[config.mk]
export PLATFORM = sky130hd
export DESIGN_NAME = flash_update_frame_handler_top
export DESIGN_NICKNAME = d
export VERILOG_FILES = /design/src/sv/fufh_pkg.sv /design/src/sv/flash_update_frame_handler_top.sv /design/src/sv/fufh_ram.sv /design/src/sv/fufh_rx.sv /design/src/sv/fufh_seq.sv
export SDC_FILE = /design/constraint.sdc
export NUM_CORES = 1
export LEC_CHECK = 0
export ABC_AREA = 1
export BUFFER_PORTS_ARGS = -buffer_cell sky130_fd_sc_hd__buf_2
export CAP_MARGIN = 20
export CORE_MARGIN = 2
export CORE_UTILIZATION = 55
export CTS_BUF_LIST = sky130_fd_sc_hd__clkbuf_16
export CTS_CLUSTER_DIAMETER = 150
export DETAILED_ROUTE_END_ITERATION = 10
export GPL_ROUTABILITY_DRIVEN = 0
export PLACE_DENSITY = 0.72
export SETUP_SLACK_MARGIN = 0.05
export SLEW_MARGIN = 10
export SYNTH_ARGS = -nofsm -noshare
export SYNTH_HDL_FRONTEND = slang
export SYNTH_HIERARCHICAL = 1
export SYNTH_SLANG_ARGS = --single-unit
[constraint.sdc]
create_clock -name clk -period 5.2 [get_ports clk]
set_clock_uncertainty 0.1 [all_clocks]
set_input_delay 0.52 -clock clk [delete_from_list [all_inputs] [get_ports clk]]
set_output_delay 0.52 -clock clk [all_outputs]
set_load 0.01 [all_outputs]
[src/sv/fufh_pkg.sv]
`timescale 1ns / 1ps
// ----------------------------------------------------------------------------
// fufh_pkg: shared types and constants of the flash update frame handler
// Word formats, command and status codes, sizes of the frame buffer.
// ----------------------------------------------------------------------------
package fufh_pkg;

  // Frame buffer depth (8 .. 128 bytes)
  localparam int RX_BUFFER_BYTES = 64;
  localparam int ADDR_W          = $clog2(RX_BUFFER_BYTES);
  localparam int CNT_W           = $clog2(RX_BUFFER_BYTES + 1);

  // Results per frame are capped; four go to erase/answer/checksum
  localparam int MAX_RESULTS = 32;
  localparam int MAX_WORDS   = MAX_RESULTS - 4;
  localparam int WORD_CNT_W  = $clog2(MAX_WORDS + 1);

  // Frame lengths
  localparam int SHORT_LEN    = 3;  // info, reboot
  localparam int COMMIT_LEN   = 7;  // commit; also push header + checksum
  localparam int DATA_START   = 5;  // first data byte of a push frame

  // Command bytes
  localparam logic [7:0] CMD_INFO   = 8'hf0;
  localparam logic [7:0] CMD_PUSH   = 8'hf1;
  localparam logic [7:0] CMD_COMMIT = 8'hf2;
  localparam logic [7:0] CMD_REBOOT = 8'hf3;

  // Answer heads and status codes
  localparam logic [7:0] HEAD_INFO      = 8'hf1;
  localparam logic [7:0] HEAD_STATUS    = 8'hff;
  localparam logic [7:0] STATUS_OK      = 8'h00;
  localparam logic [7:0] STATUS_BAD_SUM = 8'h01;
  localparam logic [7:0] STATUS_BAD_LEN = 8'h02;
  localparam logic [7:0] STATUS_BAD_ID  = 8'hf0;

  // Result kinds
  localparam logic [1:0] KIND_ANSWER = 2'd0;
  localparam logic [1:0] KIND_WORD   = 2'd1;
  localparam logic [1:0] KIND_ERASE  = 2'd2;

  localparam logic [15:0] PAGE_SIZE_RESET = 16'd512;

  typedef struct packed {
    logic [7:0] rx_byte;
    logic       frame_end;
  } in_word_t;

  typedef struct packed {
    logic [1:0]  kind;
    logic [31:0] flash_address;
    logic [15:0] flash_word;
    logic [7:0]  answer_byte;
    logic        stay_awake;
    logic        reboot_request;
    logic        last;
  } out_word_t;

  // Decoded frame, handed from receiver to sequencer
  typedef struct packed {
    logic                  erase;
    logic [WORD_CNT_W-1:0] words;
    logic [31:0]           addr;
    logic                  info;
    logic [7:0]            status;
    logic                  awake;
    logic                  reboot;
  } job_t;

  typedef enum logic [2:0] {
    S_IDLE,
    S_ERASE,
    S_W_LO,
    S_W_HI,
    S_W_OUT,
    S_ANS,
    S_SUM_LO,
    S_SUM_HI
  } seq_state_t;

endpackage

[src/sv/flash_update_frame_handler_top.sv]
`timescale 1ns / 1ps
// ----------------------------------------------------------------------------
// flash_update_frame_handler_top: flash update frame handler
// Receives command frames byte by byte and answers with flash word loads,
// page erase-writes and checksummed answer frames.
// ----------------------------------------------------------------------------
// Frame bytes are taken one per clock while a frame is being received; each
// byte that fits is written to a single-port-write frame RAM and folded into
// the running Fletcher-16-style sum, kept modulo 256. When the byte flagged
// frame_end is accepted the frame is decoded in that same cycle and in_ready
// drops until every result of the frame has been handed to the output
// register. Word loads pass through S_W_LO, S_W_HI and S_W_OUT, because both
// bytes of a word come through the RAM's one read port with registered read
// data. The output register lets the next frame start arriving while the
// last answer byte still waits on out_ready.
// page_size may be written at any time the block is idle; it is read when
// the info answer goes out.
// ----------------------------------------------------------------------------
module flash_update_frame_handler_top (
  input  logic                 clk,
  input  logic                 rst,
  input  logic                 in_valid,
  output logic                 in_ready,
  input  fufh_pkg::in_word_t   in_data,
  output logic                 out_valid,
  input  logic                 out_ready,
  output fufh_pkg::out_word_t  out_data,
  input  logic                 cfg_we,
  input  logic [15:0]          cfg_data
);

  logic [15:0]                 page_size;
  logic                        take;
  logic                        wr_en;
  logic [fufh_pkg::ADDR_W-1:0] wr_addr;
  logic [7:0]                  wr_data;
  logic                        rd_en;
  logic [fufh_pkg::ADDR_W-1:0] rd_addr;
  logic [7:0]                  rd_data;
  logic                        job_valid;
  fufh_pkg::job_t              job;
  logic                        idle;

  // configuration: page size reported by the info command
  always_ff @(posedge clk) begin
    if (rst) begin
      page_size <= fufh_pkg::PAGE_SIZE_RESET;
    end else if (cfg_we) begin
      page_size <= cfg_data;
    end
  end

  // bytes are taken only while the sequencer has nothing left to send
  assign in_ready = idle;
  assign take     = in_valid && in_ready;

  fufh_rx u_rx (
    .clk       (clk),
    .rst       (rst),
    .take      (take),
    .in_data   (in_data),
    .wr_en     (wr_en),
    .wr_addr   (wr_addr),
    .wr_data   (wr_data),
    .job_valid (job_valid),
    .job       (job)
  );

  // frame store; entries past the frame length are never read
  fufh_ram #(
    .DEPTH (fufh_pkg::RX_BUFFER_BYTES),
    .WIDTH (8)
  ) u_ram (
    .clk     (clk),
    .wr_en   (wr_en),
    .wr_addr (wr_addr),
    .wr_data (wr_data),
    .rd_en   (rd_en),
    .rd_addr (rd_addr),
    .rd_data (rd_data)
  );

  fufh_seq u_seq (
    .clk       (clk),
    .rst       (rst),
    .job_valid (job_valid),
    .job       (job),
    .page_size (page_size),
    .idle      (idle),
    .rd_en     (rd_en),
    .rd_addr   (rd_addr),
    .rd_data   (rd_data),
    .out_valid (out_valid),
    .out_ready (out_ready),
    .out_data  (out_data)
  );

endmodule

[src/sv/fufh_ram.sv]
`timescale 1ns / 1ps
// ----------------------------------------------------------------------------
// fufh_ram: simple dual-port RAM
// One write port, one read port with registered read data.
// ----------------------------------------------------------------------------
module fufh_ram #(
  parameter int DEPTH = 64,
  parameter int WIDTH = 8
) (
  input  logic                     clk,
  input  logic                     wr_en,
  input  logic [$clog2(DEPTH)-1:0] wr_addr,
  input  logic [WIDTH-1:0]         wr_data,
  input  logic                     rd_en,
  input  logic [$clog2(DEPTH)-1:0] rd_addr,
  output logic [WIDTH-1:0]         rd_data
);

  logic [WIDTH-1:0] mem [DEPTH];

  always_ff @(posedge clk) begin
    if (wr_en) begin
      mem[wr_addr] <= wr_data;
    end
  end

  always_ff @(posedge clk) begin
    if (rd_en) begin
      rd_data <= mem[rd_addr];
    end
  end

endmodule

[src/sv/fufh_rx.sv]
`timescale 1ns / 1ps
// ----------------------------------------------------------------------------
// fufh_rx: frame receiver
// Writes bytes to the frame RAM, keeps the Fletcher-16-style sum (modulo 256)
// and decodes the frame on its last byte.
// ----------------------------------------------------------------------------
module fufh_rx (
  input  logic                         clk,
  input  logic                         rst,
  input  logic                         take,
  input  fufh_pkg::in_word_t           in_data,
  output logic                         wr_en,
  output logic [fufh_pkg::ADDR_W-1:0]  wr_addr,
  output logic [7:0]                   wr_data,
  output logic                         job_valid,
  output fufh_pkg::job_t               job
);

  localparam int CW = fufh_pkg::CNT_W;

  logic [CW-1:0] cnt;
  logic          ovf;
  logic [7:0]    sl;
  logic [7:0]    sh;
  logic [7:0]    d1;          // last stored byte
  logic [7:0]    d2;          // byte before it
  logic [7:0]    id;
  logic [31:0]   addr;

  logic          stored_now;
  logic          add_now;
  logic [CW-1:0] len_next;
  logic          ovf_next;
  logic [7:0]    sl_next;
  logic [7:0]    sh_next;
  logic [7:0]    id_next;
  logic          sum_ok;
  logic [CW-1:0] data_len;
  logic [CW-2:0] words;
  logic          known;

  assign stored_now = !ovf && (cnt < CW'(fufh_pkg::RX_BUFFER_BYTES));
  assign add_now    = stored_now && (cnt >= CW'(2));
  assign len_next   = stored_now ? cnt + CW'(1) : cnt;
  assign ovf_next   = ovf || !stored_now;
  assign sl_next    = add_now ? sl + d2 : sl;
  assign sh_next    = add_now ? sh + sl_next : sh;
  assign id_next    = (cnt == CW'(0)) ? in_data.rx_byte : id;
  // checksum bytes are the previous byte and this one
  assign sum_ok     = (d1 == sl_next) && (in_data.rx_byte == sh_next);
  assign data_len   = len_next - CW'(fufh_pkg::COMMIT_LEN);
  assign words      = data_len[CW-1:1];
  assign known      = (id_next == fufh_pkg::CMD_INFO)   || (id_next == fufh_pkg::CMD_PUSH) ||
                      (id_next == fufh_pkg::CMD_COMMIT) || (id_next == fufh_pkg::CMD_REBOOT);

  assign wr_en     = take && stored_now;
  assign wr_addr   = cnt[fufh_pkg::ADDR_W-1:0];
  assign wr_data   = in_data.rx_byte;
  assign job_valid = take && in_data.frame_end;

  always_comb begin
    job        = '0;
    job.addr   = addr;
    job.status = fufh_pkg::STATUS_OK;
    priority if (!known) begin
      job.status = fufh_pkg::STATUS_BAD_ID;
    end else if (ovf_next) begin
      job.status = fufh_pkg::STATUS_BAD_LEN;
    end else if (id_next == fufh_pkg::CMD_INFO || id_next == fufh_pkg::CMD_REBOOT) begin
      if (len_next != CW'(fufh_pkg::SHORT_LEN)) begin
        job.status = fufh_pkg::STATUS_BAD_LEN;
      end else if (!sum_ok) begin
        job.status = fufh_pkg::STATUS_BAD_SUM;
      end else begin
        job.awake  = 1'b1;
        job.info   = (id_next == fufh_pkg::CMD_INFO);
        job.reboot = (id_next == fufh_pkg::CMD_REBOOT);
      end
    end else if (id_next == fufh_pkg::CMD_COMMIT) begin
      if (len_next != CW'(fufh_pkg::COMMIT_LEN)) begin
        job.status = fufh_pkg::STATUS_BAD_LEN;
      end else if (!sum_ok) begin
        job.status = fufh_pkg::STATUS_BAD_SUM;
      end else begin
        job.awake = 1'b1;
        job.erase = 1'b1;
      end
    end else begin
      if (len_next < CW'(fufh_pkg::COMMIT_LEN) || data_len[0] ||
          int'(words) > fufh_pkg::MAX_WORDS) begin
        job.status = fufh_pkg::STATUS_BAD_LEN;
      end else begin
        job.awake = 1'b1;
        if (!sum_ok) begin
          job.status = fufh_pkg::STATUS_BAD_SUM;
        end else begin
          job.words = fufh_pkg::WORD_CNT_W'(words);
        end
      end
    end
  end

  always_ff @(posedge clk) begin
    if (rst) begin
      cnt <= '0;
      ovf <= 1'b0;
      sl  <= '0;
      sh  <= '0;
    end else if (take) begin
      if (in_data.frame_end) begin
        cnt <= '0;
        ovf <= 1'b0;
        sl  <= '0;
        sh  <= '0;
      end else begin
        cnt <= len_next;
        ovf <= ovf_next;
        sl  <= sl_next;
        sh  <= sh_next;
      end
    end
  end

  // header bytes and delay line for the sum
  always_ff @(posedge clk) begin
    if (take && stored_now) begin
      d2 <= d1;
      d1 <= in_data.rx_byte;
      id <= id_next;
      if (cnt == CW'(1)) begin
        addr[7:0] <= in_data.rx_byte;
      end
      if (cnt == CW'(2)) begin
        addr[15:8] <= in_data.rx_byte;
      end
      if (cnt == CW'(3)) begin
        addr[23:16] <= in_data.rx_byte;
      end
      if (cnt == CW'(4)) begin
        addr[31:24] <= in_data.rx_byte;
      end
    end
  end

  a_ovf_full: assert property (@(posedge clk) disable iff (rst)
    ovf |-> cnt == CW'(fufh_pkg::RX_BUFFER_BYTES))
    else $error("overflow flag set below full buffer");

  a_cnt_cleared: assert property (@(posedge clk) disable iff (rst)
    job_valid |=> cnt == CW'(0) && !ovf && sl == 8'd0 && sh == 8'd0)
    else $error("frame state not cleared after frame end");

endmodule

[src/sv/fufh_seq.sv]
`timescale 1ns / 1ps
// ----------------------------------------------------------------------------
// fufh_seq: result sequencer
// Emits erase, word loads read from the frame RAM, and the answer frame
// with its Fletcher-16-style sum (modulo 256), through one output register.
// ----------------------------------------------------------------------------
module fufh_seq (
  input  logic                         clk,
  input  logic                         rst,
  input  logic                         job_valid,
  input  fufh_pkg::job_t               job,
  input  logic [15:0]                  page_size,
  output logic                         idle,
  output logic                         rd_en,
  output logic [fufh_pkg::ADDR_W-1:0]  rd_addr,
  input  logic [7:0]                   rd_data,
  output logic                         out_valid,
  input  logic                         out_ready,
  output fufh_pkg::out_word_t          out_data
);

  localparam int AW = fufh_pkg::ADDR_W;
  localparam int WW = fufh_pkg::WORD_CNT_W;

  fufh_pkg::seq_state_t state, state_next;
  fufh_pkg::job_t       job_r;
  fufh_pkg::out_word_t  res;

  logic [WW-1:0] widx;
  logic [AW-1:0] ptr;
  logic [31:0]   waddr;
  logic [7:0]    lo_byte;
  logic [1:0]    midx;
  logic [7:0]    flo;
  logic [7:0]    fhi;
  logic [7:0]    msg;
  logic [1:0]    msg_last;
  logic          slot_free;
  logic          emit;

  function automatic logic [7:0] msg_byte(input logic info, input logic [1:0] idx,
                                          input logic [7:0] status,
                                          input logic [15:0] ps);
    logic [7:0] b;
    if (info) begin
      unique case (idx)
        2'd0:    b = fufh_pkg::HEAD_INFO;
        2'd1:    b = ps[7:0];
        default: b = ps[15:8];
      endcase
    end else begin
      b = (idx == 2'd0) ? fufh_pkg::HEAD_STATUS : status;
    end
    return b;
  endfunction

  assign slot_free = !out_valid || out_ready;
  assign idle      = (state == fufh_pkg::S_IDLE);
  assign msg       = msg_byte(job_r.info, midx, job_r.status, page_size);
  assign msg_last  = job_r.info ? 2'd2 : 2'd1;

  always_comb begin
    state_next         = state;
    emit               = 1'b0;
    rd_en              = 1'b0;
    rd_addr            = ptr;
    res                = '0;
    res.stay_awake     = job_r.awake;
    res.reboot_request = job_r.reboot;
    unique case (state)
      fufh_pkg::S_IDLE: begin
        if (job_valid) begin
          if (job.erase) begin
            state_next = fufh_pkg::S_ERASE;
          end else if (job.words != WW'(0)) begin
            state_next = fufh_pkg::S_W_LO;
          end else begin
            state_next = fufh_pkg::S_ANS;
          end
        end
      end
      fufh_pkg::S_ERASE: begin
        res.kind          = fufh_pkg::KIND_ERASE;
        res.flash_address = job_r.addr;
        if (slot_free) begin
          emit       = 1'b1;
          state_next = fufh_pkg::S_ANS;
        end
      end
      fufh_pkg::S_W_LO: begin
        rd_en      = 1'b1;
        state_next = fufh_pkg::S_W_HI;
      end
      fufh_pkg::S_W_HI: begin
        rd_en      = 1'b1;
        rd_addr    = ptr + AW'(1);
        state_next = fufh_pkg::S_W_OUT;
      end
      fufh_pkg::S_W_OUT: begin
        res.kind          = fufh_pkg::KIND_WORD;
        res.flash_address = waddr;
        res.flash_word    = {rd_data, lo_byte};
        if (slot_free) begin
          emit = 1'b1;
          if (widx + WW'(1) == job_r.words) begin
            state_next = fufh_pkg::S_ANS;
          end else begin
            state_next = fufh_pkg::S_W_LO;
          end
        end
      end
      fufh_pkg::S_ANS: begin
        res.answer_byte = msg;
        if (slot_free) begin
          emit = 1'b1;
          if (midx == msg_last) begin
            state_next = fufh_pkg::S_SUM_LO;
          end
        end
      end
      fufh_pkg::S_SUM_LO: begin
        res.answer_byte = flo;
        if (slot_free) begin
          emit       = 1'b1;
          state_next = fufh_pkg::S_SUM_HI;
        end
      end
      fufh_pkg::S_SUM_HI: begin
        res.answer_byte = fhi;
        res.last        = 1'b1;
        if (slot_free) begin
          emit       = 1'b1;
          state_next = fufh_pkg::S_IDLE;
        end
      end
      default: begin
        state_next = fufh_pkg::S_IDLE;
      end
    endcase
  end

  always_ff @(posedge clk) begin
    if (rst) begin
      state     <= fufh_pkg::S_IDLE;
      out_valid <= 1'b0;
    end else begin
      state <= state_next;
      if (emit) begin
        out_valid <= 1'b1;
      end else if (out_ready) begin
        out_valid <= 1'b0;
      end
    end
  end

  always_ff @(posedge clk) begin
    if (emit) begin
      out_data <= res;
    end
    if (state == fufh_pkg::S_IDLE && job_valid) begin
      job_r <= job;
      widx  <= '0;
      ptr   <= AW'(fufh_pkg::DATA_START);
      waddr <= job.addr;
      midx  <= '0;
      flo   <= '0;
      fhi   <= '0;
    end
    if (state == fufh_pkg::S_W_HI) begin
      lo_byte <= rd_data;
    end
    if (state == fufh_pkg::S_W_OUT && emit) begin
      widx  <= widx + WW'(1);
      ptr   <= ptr + AW'(2);
      waddr <= waddr + 32'd2;
    end
    if (state == fufh_pkg::S_ANS && emit) begin
      midx <= midx + 2'd1;
      flo  <= flo + msg;
      fhi  <= fhi + flo + msg;
    end
  end

  a_job_when_idle: assert property (@(posedge clk) disable iff (rst)
    job_valid |-> state == fufh_pkg::S_IDLE)
    else $error("frame decoded while results still draining");

  a_word_in_range: assert property (@(posedge clk) disable iff (rst)
    state == fufh_pkg::S_W_LO |-> widx < job_r.words)
    else $error("word load beyond decoded word count");

  a_last_is_answer: assert property (@(posedge clk) disable iff (rst)
    emit && res.last |-> res.kind == fufh_pkg::KIND_ANSWER && state_next == fufh_pkg::S_IDLE)
    else $error("final result is not the answer checksum");

  a_reboot_answer: assert property (@(posedge clk) disable iff (rst)
    emit && res.reboot_request |-> res.kind == fufh_pkg::KIND_ANSWER)
    else $error("reboot flagged on a flash result");

endmodule
==> results.yml <==
outcome:
  status: "finished, final reports clean"
final_layout:
  synthToLayoutAreaGrowth_pct: 9.71
  fin_nets: 3421
  drive_gt1_share_pct: 9.83
  nFillCells: 4962
yosys:
  synth_edf_count: 753
  synth_adder_area_share_pct: 1.93
  syn-cell-area_um2: 35400
  synth-async-reset-ratio_pct: 0
  yosys.area.top_type: "edfxtp_1"
  avgSynthCellArea_um2: 10.8
  synth_top_family_by_area: "simple AND/OR/NAND/NOR gates"
  synth_mux_area_share_pct: 0
  synth_most_common_cell: "nand2_1"
  yosysWarnings: 6
  synth_top_area_share_pct: 63.8
  synth_common_cells: "1023 x nand2_1, 753 x edfxtp_1, 514 x nand3_1"
  yosysSeqAreaShare_pct: 66.3
  yosys.area_share.xor_xnor_pct: 1.01
  synth_compound_area_share_pct: 2.64
  synthSimpleGateAreaFrac_pct: 22.7
  synth_ff_type: "edfxtp_1"
  synthCells: 3275
  ys_types: 56
  synth_area_leaders: "edfxtp_1 64%, nand2_1 11%, nand3_1 7.3%"
  ys_ff_latch: 797
sta:
  slew_viol_final: 0
  fmax_ghz: 0.214
  whs_ns: 0.0512
  hold_violations: 0
  period_share_pct: 90.0
  tightest_slew_ns: 1.04
  maxSlewHeadroom_pct: 30.1
  rsz0062_at_grt: "false"
  final.setup.tns_ns: 0
  setup_viol: 0
  min_period_ns: 4.68
detailed_routing:
  totalWireLength_mm: 83.0
  ant_nets: 0
  first_pass_iters: 7
  route.detailed.drc: 0
  detail_route.iter0.violations: 2710
  wl_per_cell_um: 19.5
  vias_per_cell: 5.69
  vias: 24200
placed_design:
  dp_hpwl_mm: 50.6
  portBuffers: 92
die:
  start_util_pct: 55.3
  num_rows: 93
  die_area_um2: 66500
  die_h_um: 258
  coreArea_um2: 64100
  die_w_um: 258
  pin_count: 93
critical_path:
  crit_slowest_cell: "fa_1"
  path_buf_inv: 3
  critical-path-top-delay-family: "simple AND/OR/NAND/NOR gates"
  required_ns: 5.63
  crit_arrival_ns: 5.11
  crit_fanout: 5
  endpoint_kind: "register"
  crit_start: "u_rx/sl[0]"
  crit_path_max_incr_delay_ns: 0.41
  start_kind: "register"
  path_class: "reg -> reg"
  timing.rr.start: "u_rx/sl[0]"
  crit_top_cell: "nand2_1"
power_and_ir_drop:
  internal_power_mw: 12.1
  clkPwrFrac_pct: 30.0
  power_density_nw_per_um2: 463
  p_comb_share_pct: 25.1
  peakVddDrop_uv: 282
  p_switching_mw: 5.88
  pwr-share-seq_pct: 44.8
  p_sw_share_pct: 32.7
  static-leakage-power_nw: 15.0
global_route:
  overflow: 0
  antenna_found_initial: 0
  grt_pass1_vias: 23100
  grt_start_max_net_pins: 200
  track_usage_pct: 25.0
  grt_pass1_wl_mm: 129
clock_tree:
  cts-htree-levels: 3
  cts_tree: "built"
  clkTransAtPathRegs_ns: 0.06
  cts_max_path_buffers: 3
  clock_sinks: 797
  cts_root_buf: "clkbuf_16"
  holdBufCountCts: 0
  worstSkewPairLatency_ns: 0.63
  cts_made_buffers: 80
job:
  timing.max_cap.violations: 0
worst_hold_path:
  hold_class: "in -> reg"
  hp-start: "cfg_data[9]"
[through the flow]
step                      instance area (um2)  power [mW]  setup WS (ns)  utilization (%)  std cells
after floorplan                         35500        11.2          0.533                -       3276
after global placement                  36400        12.5          0.635             56.8       4115
after detailed placement                36400        12.6          0.562             56.8       4116
after CTS                               38900        18.0          0.540             60.6       4262
after global routing                    38900        18.8         0.0741             60.7       4262
final                                   38900        18.0          0.520             60.7       4263
[kinds of logic after synthesis]
| kind of cell | count (synthesis) |
|---|---|
| XOR/XNOR | 40 |
| flip-flops | 797 |
| AO/OA/AOI/OAI | 167 |
| AND/OR/NAND/NOR | 1848 |
| buffers and inverters | 374 |
| other | 1 |
| adder cells (fa/ha/maj) | 48 |
[final timing paths]
check	end	slack (ns)	cells past startpoint
setup / recovery	u_seq/state[1]	0.52	34
hold / removal	page_size[9]	0.05	3
setup reg to reg	u_seq/state[1]	0.52	34
hold reg to reg	u_seq/job_r[28]	0.35	0
[registers in the layout (all words and copies together) (netlist names), 16 cells and up]
register and flops:
u_ram/mem 512, u_seq/out_data 61, u_rx/addr 32, page_size 16
u_seq/waddr 32, u_seq/job_r 48
[placed cells by master (no fill, tap or decap), types with 5 or more instances in the layout]
master,Yosys,routed
nand2_1,1023,1023
edfxtp_1,753,753
nand3_1,514,514
inv_1,194,213
nor2_1,185,182
buf_2,43,92
clkbuf_16,0,81
o21ai_0,71,65
a21oi_1,58,58
buf_4,35,52
dfxtp_1,44,44
ha_1,37,37
xor2_1,33,32
nand4_1,29,29
clkinv_1,2,22
nor3_1,18,17
nor2_2,13,14
inv_2,13,13
clkinv_2,0,12
nand3b_1,11,11
fa_1,11,11
nor4_1,11,10
o21ai_1,7,10
a22o_1,9,9
nor2_4,6,8
a22oi_1,8,8
nor3_2,5,6
xnor2_1,6,6
buf_12,0,5
o21ai_2,4,5
nand2_4,5,5
or2_1,5,5
nand2_2,5,5
[power by group through the flow]
stage	Combinational, mW	Sequential [mW]	Clock (mW)
floorplan	2.94	8.29	0
global placement	4.33	8.18	0
detailed placement	4.43	8.20	0
CTS	4.46	8.07	5.48
global route	4.96	8.13	5.73
finish	4.53	8.07	5.41
[worst reg2reg max path: cells and delay by family, from the launching register on]
kind                       cells  cell delay, ns
buffers and inverters          3            0.16
adders and majority gates      3            0.94
and+or+nand+nor               27            2.89
AOI/OAI and AO/OA              1            0.12
DFF                            1            0.37
[layer usage]
layer  track usage [%]  share of wire, %  vias to the layer above
li1                  -                 -                    11300
met1              34.1                41                    11600
met2              41.0                48                     1181
met3              3.89               8.7                      154
met4              8.75               2.8                        0
met5                 0                 0                        -
[final cells by class]
type,instances,area [um2],share of cell area [%]
inverters,210,800,2.06
repair buffers,149,951,2.45
clock inverters,65,448,1.15
multi-input cells,2105,10100,26.0
flip-flops and latches,797,23500,60.4
well taps,855,1070,2.75
diodes,1,2.50,0.00643
clock buffers,81,2030,5.21
[timing repair]
item / CTS / global route
endpoints found under the setup margin: 0 / 3
gates resized for setup: 0 / 2
buffers inserted: 0 / 0
Note: power is estimated with default switching activity, not from simulation.
